$ cat config.mk
export PLATFORM = sky130hd
export DESIGN_NAME = csd_ctrl
export DESIGN_NICKNAME = d
export VERILOG_FILES = /design/src/sv/csd_pkg.sv /design/src/sv/csd_ctrl.sv
export SDC_FILE = /design/constraint.sdc
export NUM_CORES = 1
export LEC_CHECK = 0
export BUFFER_PORTS_ARGS = -buffer_cell sky130_fd_sc_hd__buf_2
export CAP_MARGIN = 5
export CELL_PAD_IN_SITES_DETAIL_PLACEMENT = 1
export CELL_PAD_IN_SITES_GLOBAL_PLACEMENT = 1
export CORE_MARGIN = 2
export CORE_UTILIZATION = 35
export CTS_BUF_LIST = sky130_fd_sc_hd__clkbuf_8
export DETAILED_ROUTE_END_ITERATION = 7
export GPL_ROUTABILITY_DRIVEN = 0
export PLACE_DENSITY_LB_ADDON = 0.1
export SLEW_MARGIN = 30
export SYNTH_ARGS = -nofsm -noshare
export SYNTH_HDL_FRONTEND = slang
export SYNTH_SLANG_ARGS = --single-unit
$ cat constraint.sdc
create_clock -name clk -period 1.9 [get_ports clk]
set_input_delay 0.475 -clock clk [delete_from_list [all_inputs] [get_ports clk]]
set_output_delay 0.475 -clock clk [all_outputs]
set_load 0.005 [all_outputs]
$ cat src/sv/csd_pkg.sv
package csd_pkg;

  localparam int LOG_FRAC_BITS = 24;
  localparam int DIV_W = 37;
  localparam int STEP_W = 6;
  localparam logic [3:0] MAX_CASCADES = 4'd8;
  localparam logic [16:0] WEIGHT_ONE = 17'd65536;

  typedef struct packed {
    logic [3:0]  cascade_count;
    logic [31:0] near_plane;
    logic [31:0] far_plane;
    logic [16:0] blend_weight;
  } csd_req_t;

  typedef struct packed {
    logic [31:0] split_distance;
    logic [3:0]  cascade_number;
    logic        last;
    logic        invalid;
  } csd_res_t;

  typedef enum logic [3:0] {
    ST_IDLE, ST_CHECK, ST_NORM_N, ST_SQ_N, ST_STORE_N, ST_NORM_F, ST_SQ_F, ST_STORE_F,
    ST_SPLIT, ST_DIV, ST_EXP_INIT, ST_EXP, ST_EXP_FIN, ST_MIX_MUL, ST_MIX_SUM, ST_EMIT
  } csd_state_t;

  typedef struct packed {
    logic       load;
    logic       norm_init;
    logic       norm_far;
    logic       norm_step;
    logic       sq_step;
    logic       store_ln;
    logic       store_lf;
    logic       div_init;
    logic       div_step;
    logic       exp_init;
    logic       exp_step;
    logic       exp_fin;
    logic       mix_mul;
    logic       mix_sum;
    logic       emit;
    logic [4:0] step;
  } csd_cmd_t;

  typedef struct packed {
    logic empty;
    logic bad;
    logic norm_done;
    logic last;
  } csd_stat_t;

  typedef logic [31:0] csd_roots_t [LOG_FRAC_BITS];

  // Successive square roots of 2.0 in Q1.30, used by the exp2 steps.
  function automatic csd_roots_t make_roots();
    csd_roots_t tab;
    logic [63:0] c;
    logic [63:0] v;
    logic [63:0] res;
    logic [63:0] bitv;
    c = 64'd1 << 31;
    for (int j = 0; j < LOG_FRAC_BITS; j++) begin
      v = c << 30;
      res = 64'd0;
      bitv = 64'd1 << 62;
      for (int b = 0; b < 32; b++) begin
        if (v >= res + bitv) begin
          v = v - (res + bitv);
          res = (res >> 1) + bitv;
        end else begin
          res = res >> 1;
        end
        bitv = bitv >> 2;
      end
      c = res;
      tab[j] = c[31:0];
    end
    return tab;
  endfunction

  localparam csd_roots_t ROOTS = make_roots();

endpackage

$ cat src/sv/csd_ctrl.sv
module csd_ctrl
  import csd_pkg::*;
(
  input  logic      clk,
  input  logic      rst,
  input  logic      start,
  input  csd_stat_t stat,
  output logic      busy,
  output csd_cmd_t  cmd
);

  csd_state_t        state;
  csd_state_t        state_next;
  logic [STEP_W-1:0] step;
  logic [STEP_W-1:0] step_next;

  always_comb begin
    state_next = state;
    step_next = step + STEP_W'(1);
    unique case (state)
      ST_IDLE: begin
        if (start) begin
          state_next = ST_CHECK;
        end
      end
      ST_CHECK: begin
        priority if (stat.empty) begin
          state_next = ST_IDLE;
        end else if (stat.bad) begin
          state_next = ST_SPLIT;
        end else begin
          state_next = ST_NORM_N;
        end
      end
      ST_NORM_N: begin
        step_next = '0;
        if (stat.norm_done) begin
          state_next = ST_SQ_N;
        end
      end
      ST_SQ_N: begin
        if (step == STEP_W'(LOG_FRAC_BITS - 1)) begin
          state_next = ST_STORE_N;
        end
      end
      ST_STORE_N: state_next = ST_NORM_F;
      ST_NORM_F: begin
        step_next = '0;
        if (stat.norm_done) begin
          state_next = ST_SQ_F;
        end
      end
      ST_SQ_F: begin
        if (step == STEP_W'(LOG_FRAC_BITS - 1)) begin
          state_next = ST_STORE_F;
        end
      end
      ST_STORE_F: state_next = ST_SPLIT;
      ST_SPLIT: begin
        step_next = '0;
        if (stat.bad || stat.last) begin
          state_next = ST_EMIT;
        end else begin
          state_next = ST_DIV;
        end
      end
      ST_DIV: begin
        if (step == STEP_W'(DIV_W - 1)) begin
          state_next = ST_EXP_INIT;
        end
      end
      ST_EXP_INIT: begin
        step_next = '0;
        state_next = ST_EXP;
      end
      ST_EXP: begin
        if (step == STEP_W'(LOG_FRAC_BITS - 1)) begin
          state_next = ST_EXP_FIN;
        end
      end
      ST_EXP_FIN: state_next = ST_MIX_MUL;
      ST_MIX_MUL: state_next = ST_MIX_SUM;
      ST_MIX_SUM: state_next = ST_EMIT;
      ST_EMIT: state_next = stat.last ? ST_IDLE : ST_SPLIT;
      default: state_next = ST_IDLE;
    endcase
  end

  always_comb begin
    cmd = '0;
    cmd.step = step[4:0];
    unique case (state)
      ST_IDLE: cmd.load = start;
      ST_CHECK: cmd.norm_init = 1'b1;
      ST_NORM_N, ST_NORM_F: cmd.norm_step = !stat.norm_done;
      ST_SQ_N, ST_SQ_F: cmd.sq_step = 1'b1;
      ST_STORE_N: begin
        cmd.store_ln = 1'b1;
        cmd.norm_init = 1'b1;
        cmd.norm_far = 1'b1;
      end
      ST_STORE_F: cmd.store_lf = 1'b1;
      ST_SPLIT: cmd.div_init = 1'b1;
      ST_DIV: cmd.div_step = 1'b1;
      ST_EXP_INIT: cmd.exp_init = 1'b1;
      ST_EXP: cmd.exp_step = 1'b1;
      ST_EXP_FIN: cmd.exp_fin = 1'b1;
      ST_MIX_MUL: cmd.mix_mul = 1'b1;
      ST_MIX_SUM: cmd.mix_sum = 1'b1;
      ST_EMIT: cmd.emit = 1'b1;
      default: cmd.load = 1'b0;
    endcase
  end

  assign busy = state != ST_IDLE;

  always_ff @(posedge clk) begin
    if (rst) begin
      state <= ST_IDLE;
      step <= '0;
    end else begin
      state <= state_next;
      step <= step_next;
    end
  end

endmodule

==> impl_metrics.ini, run 1 <==
[outcome]
outcome = completed

[die]
fp.dieW_um = 50.9
dieArea_um2 = 2590
chipHeight_um = 50.9
initial_core_util = 0.381
coreArea_um2 = 2020
io_pins = 28
num_rows = 16

[timing]
rsz0062_at_grt = false
worst_clock_skew_ns = 0.00187
finalSetupViolCount = 0
tns_ns = 0
finalHoldViolCount = 0
slew_headroom = 0.799
period_needed_ns = 1.84
worst_pin_slew_ns = 0.300
finalCritPeriodShare = 0.966
final-max-slew-violation-count = 0
max_freq_mhz = 545

[pwr]
p_clk_frac = 0.219
p_comb_frac = 0.494
ir_drop_uv = 675
intPower_mw = 0.739
pwr-share-seq = 0.287
p_total_mw = 1.23
power_density_nw_per_um2 = 1310
p_switching_mw = 0.488
switching_share = 0.398
cellLeakagePower_nw = 0.438

[logic_synthesis]
syn_nets = 109
seq_area_frac_synth = 0.260
synth_ff_type = dfxtp_1
synth.avg_cell_area_um2 = 7.71
synth_cell_types = 38
synth_top_area_cell = dfxtp_1
synth-seq-cells = 10
async_flop_share = 0
yosysTopAreaCellShare = 0.260
yosysWarnings = 0
synth_edf_count = 0
syn-instance-count = 100
netlist_area_um2 = 771
synth_area_leaders = dfxtp_1 26%, nor2_1 11%, buf_4 5.8%

[layout]
antenna_cells = 0
stdcell_area_um2 = 940
area_delta_synth_final_pct = 21.9
fill_cells = 264
drive_above_1_share = 0.368
nets = 135
final_cells = 152

[global_routing]
grt-ovfl-total = 0
grt_max_degree = 14
antenna_found_initial = 0
grt_pass1_vias = 715
grt_pass1_wl_mm = 3.22
grt_use_total = 0.164

[placement]
port_buffers = 27
postPlaceCellArea_um2 = 876
dp_hpwl_mm = 1.47
post-place-cells = 148

[drt]
vias = 770
wl_mm = 1.92
first_iter_violations = 2
viasPerCell = 5.07
drtPass1Iterations = 4
ant_nets = 0
drc_errors = 0
wl_per_cell_um = 12.6

[clocking]
cts_root_buffer = clkbuf_8
cts_buffers = 3
cts_tree = done
cts.clk_slew.worst_paths_ns = 0.05
htree_levels = 1
ctsResizeCount = 0
hold_buffers = 0
cts_setup_buffers = 0
clock_path_buffers = 2
cts.sinks = 10
clock_latency_ns = 0.24

[flow_run]
drv_cap = 0

[worst_setup_path]
critPathLaunchType = flop
worstSetupPathType = reg2out
cp-startpoint = state[0]
cp.required_ns = 1.42
reg2reg_from = state[0]
worstSetupEndpointType = primary output
worstPathArrival_ns = 1.36
cp_max_fo = 8

[min_path]
hp-class = in2reg
min_from = rst
cell type report:
cell class	instances	area (um^2)	area share
multi-input combinational	76	463	0.493
clock buffer	4	55.1	0.0586
timing repair buffer	32	173	0.184
tap	27	33.8	0.0360
sequential	10	204	0.217
inverter	3	11.3	0.0120
critical path, cell delays in order, from the launching register on:
cell      delay [ns]
dfxtp_2         0.36
buf_4           0.17
nand2b_1        0.24
a21boi_0        0.21
buf_2           0.14
kinds of logic after synthesis:
family	count (synthesis)	synth area share
and+or+nand+nor	48	0.299
muxes	1	0.0130
xor gates and xnor gates	5	0.0568
AOI/OAI and AO/OA	20	0.193
adders and majority gates	2	0.0325
buffers and inverters	14	0.146
DFF	10	0.260
power by group through the flow:
stage                     clock network [mW]  logic [mW]  registers (mW)
after floorplan                            0       0.510           0.313
after global placement                     0       0.588           0.345
after detailed placement                   0       0.607           0.348
after CTS                              0.277       0.611           0.346
after global routing                   0.287       0.687           0.362
final                                  0.269       0.605           0.352
flip-flops by register name, indices dropped and copies added (netlist names):
signal and count:
state 4, step 6
per-stage QoR:
step / setup WS, ns / hold slack (ns) / util
final: 0.0645 / 0.457 / 0.465
after global routing: 0.0147 / 0.468 / 0.465
after CTS: 0.00398 / 0.463 / 0.460
after detailed placement: 0.273 / 0.482 / 0.433
after global placement: 0.275 / 0.464 / 0.433
after floorplan: 0.448 / 0.441 / -
cell usage after synthesis, types with 3 or more instances:
cell type	number
a21oi_1	4
buf_4	6
nor3_1	5
clkbuf_8	3
nand2_1	7
nand2b_1	3
inv_1	3
nor2_1	23
xor2_1	3
dfxtp_1	10
layout by cell type, fill, tap and decap left out, types with 2 or more instances in the layout:
cell type and n:
dfxtp_2 3, dfxtp_1 7, nand2b_1 3, xor2_1 3, nand3_1 2, ha_1 2
clkbuf_8 4, xnor2_1 2, buf_2 27, buf_4 5, nand2_1 7, inv_1 3
nor2_1 23, o21ai_0 2, nor3_1 4, o21a_1 2, a21oi_1 4
metal layers:
layer / GRT usage / vias up / part of all wire
li1: - / 385 / -
met5: 0 / - / 0
met1: 0.200 / 363 / 0.46
met4: 0.0946 / 0 / 0.022
met3: 0.0263 / 5 / 0.043
met2: 0.271 / 17 / 0.48
path summary, 6_finish.rpt:
path / cells past startpoint / slack [ns] / to
hold reg to reg: 1 / 0.48 / step[0]
setup / recovery: 4 / 0.06 / cmd[18]
setup reg to reg: 6 / 0.32 / state[1]
hold / removal: 2 / 0.46 / state[1]
Power figures use the tool's default switching activity.
==> inputs of run 2 (changes only) <==
Settings changed: ABC_AREA from default to 1, CORE_UTILIZATION 35 to 34.
==> run 2 against run 1 <==
  * First-iteration DRC count grew 50%
  * Power shrank 17%
  * Hold slack lost 0.027 ns
  * Critical path type unchanged
  * Count of clock-buffer cells in the layout shrank 1
  * Largest cell class unchanged
  * Area after synthesis grew 2.8%
  * Die area grew 5.3%
==> impl_metrics.ini, run 2 <==
[drt]
highest_layer = met4
wl_per_cell_um = 11.2
route.met3.wl_um = 89
first_iter_violations = 3
drtPass1Iterations = 4
drt-met1-wl_um = 824
drc_errors = 0
wl_mm = 1.99
wl_met2_mm = 1.03
vias = 844
viasPerCell = 4.74
ant_nets = 0

[worst_setup_path]
cp.required_ns = 1.42
worstSetupEndpointType = primary output
cp_max_fo = 5
critPathLaunchType = flop
worstPathArrival_ns = 1.29
worstSetupPathType = reg2out

[die]
dieArea_um2 = 2730
initial_core_util = 0.358
chipHeight_um = 52.3
num_rows = 17
io_pins = 28
fp.dieW_um = 52.3
coreArea_um2 = 2210

[logic_synthesis]
synth-seq-cells = 10
syn_nets = 135
syn-instance-count = 126
async_flop_share = 0
yosysTopAreaCellShare = 0.253
ys_top_cells_by_count = 25 x nor2_1, 18 x inv_1, 16 x nand2_1
synth_cell_types = 24
synth_ff_type = dfxtp_1
synth_top_area_cell = dfxtp_1
yosysWarnings = 0
synth_area_leaders = dfxtp_1 25%, nor2_1 12%, inv_1 8.5%
synth.avg_cell_area_um2 = 6.29
synth_edf_count = 0
seq_area_frac_synth = 0.253
netlist_area_um2 = 792
synth_most_common_cell = nor2_1

[global_routing]
grt_max_degree = 8
grt_pass1_wl_mm = 3.31
antenna_found_initial = 0
grt_pass1_vias = 778
grt_use_total = 0.165
grt-ovfl-total = 0

[timing]
period_needed_ns = 1.77
worst_pin_slew_ns = 0.555
tns_ns = 0
finalSetupViolCount = 0
finalHoldViolCount = 0
slew_headroom = 0.630
rsz0062_at_grt = false
worst_clock_skew_ns = 0.000389
final-max-slew-violation-count = 0
finalCritPeriodShare = 0.931
max_freq_mhz = 565

[pwr]
p_comb_frac = 0.477
power_density_nw_per_um2 = 1050
switching_share = 0.426
p_total_mw = 1.01
pwr-share-seq = 0.314
ir_drop_uv = 521
cellLeakagePower_nw = 0.498
p_switching_mw = 0.432
p_clk_frac = 0.209
intPower_mw = 0.581

[outcome]
outcome = completed

[layout]
final_common_cell = buf_2
antenna_cells = 0
mostFrequentLayoutCells = 27 x buf_2, 25 x nor2_1, 18 x inv_1
largestRegisters = step (6), state (4)
largest_register_ffs = 6
drive_above_1_share = 0.360
final_cells = 178
area_delta_synth_final_pct = 22.0
top_register = step
nets = 161
fin_util = 0.437

[clocking]
htree_levels = 1
clock_latency_ns = 0.23
hold_buffers = 0
cts.clk_slew.worst_paths_ns = 0.04
cts_root_buffer = clkbuf_8
cts_tree = done
cts_buffers = 3
cts.sinks = 10
cts_setup_buffers = 0
clock_path_buffers = 2

[placement]
dp_hpwl_mm = 1.76
port_buffers = 27
post-place-cells = 175

[flow_run]
drv_cap = 0

[min_path]
hp-class = in2reg
==> run 2: changes by cell type after synthesis, moves of 4 or more <==
cell,previous run,this run
inv_1,3,18
nand2_1,7,16
nand2_2,0,6
nand3_1,2,11
nor3_1,5,1
==> run 2: kinds of logic (layout without fill, tap and decap cells) <==
family | Yosys count | count (layout) | synth area share
flip-flops | 10 | 10 | 0.253
buffers and inverters | 28 | 52 | 0.171
AND/OR/NAND/NOR | 71 | 71 | 0.433
adder cells (fa/ha/maj) | 2 | 2 | 0.0316
AO/OA/AOI/OAI | 14 | 14 | 0.101
XOR/XNOR | 1 | 1 | 0.0111
==> run 2: worst max-delay path: stages, from the launching register on <==
cell and delay [ns]:
dfxtp_1 0.33, buf_4 0.17, nand2_2 0.09, nor2_1 0.06
or2_2 0.28, buf_2 0.13
==> run 2: layout make-up <==
class	instances	area (um^2)
fill	311	1250
multi-input combinational	88	464
sequential	10	204
timing repair buffer	28	143
inverter	21	78.8
clock buffer	3	41.3
tap	28	35.0
==> run 2: per-layer routing <==
| metal | vias up | GRT usage |
|---|---|---|
| li1 | 437 | - |
| met1 | 383 | 0.170 |
| met2 | 19 | 0.325 |
| met3 | 5 | 0.0171 |
| met4 | 0 | 0.0769 |
| met5 | - | 0 |
==> run 2: final timing paths <==
kind / start / end / slack (ns) / depth (start not counted)
setup / recovery: state[0] / cmd[18] / 0.13 / 5
hold / removal: rst / state[2] / 0.43 / 2
setup reg to reg: state[0] / state[0] / 0.55 / 11
hold reg to reg: step[0] / step[0] / 0.48 / 1
==> run 2: power by group through the flow <==
stage          clock network (mW)  registers [mW]  logic (mW)
6_report                    0.212           0.318       0.483
5_1_grt                     0.237           0.328       0.560
4_1_cts                     0.220           0.315       0.487
3_5_place_dp                    0           0.319       0.486
3_3_place_gp                    0           0.315       0.480
2_1_floorplan                   0           0.300       0.381
==> run 2: timing repair <==
| action | CTS | global route |
|---|---|---|
| setup endpoints to repair | 1 | 1 |
| cloned | 0 | 0 |
| endpoints found under the hold margin | 0 | 0 |
| resized for setup | 1 | 4 |
==> run 2: through the flow <==
stage | worst slack, ns | hold WS [ns] | cell area [um^2]
4_1_cts | 0.0450 | 0.434 | 956
3_5_place_dp | 0.240 | 0.479 | 913
5_1_grt | 0.00370 | 0.424 | 966
6_report | 0.131 | 0.430 | 966
2_1_floorplan | 0.430 | 0.452 | 792
3_3_place_gp | 0.302 | 0.474 | 913
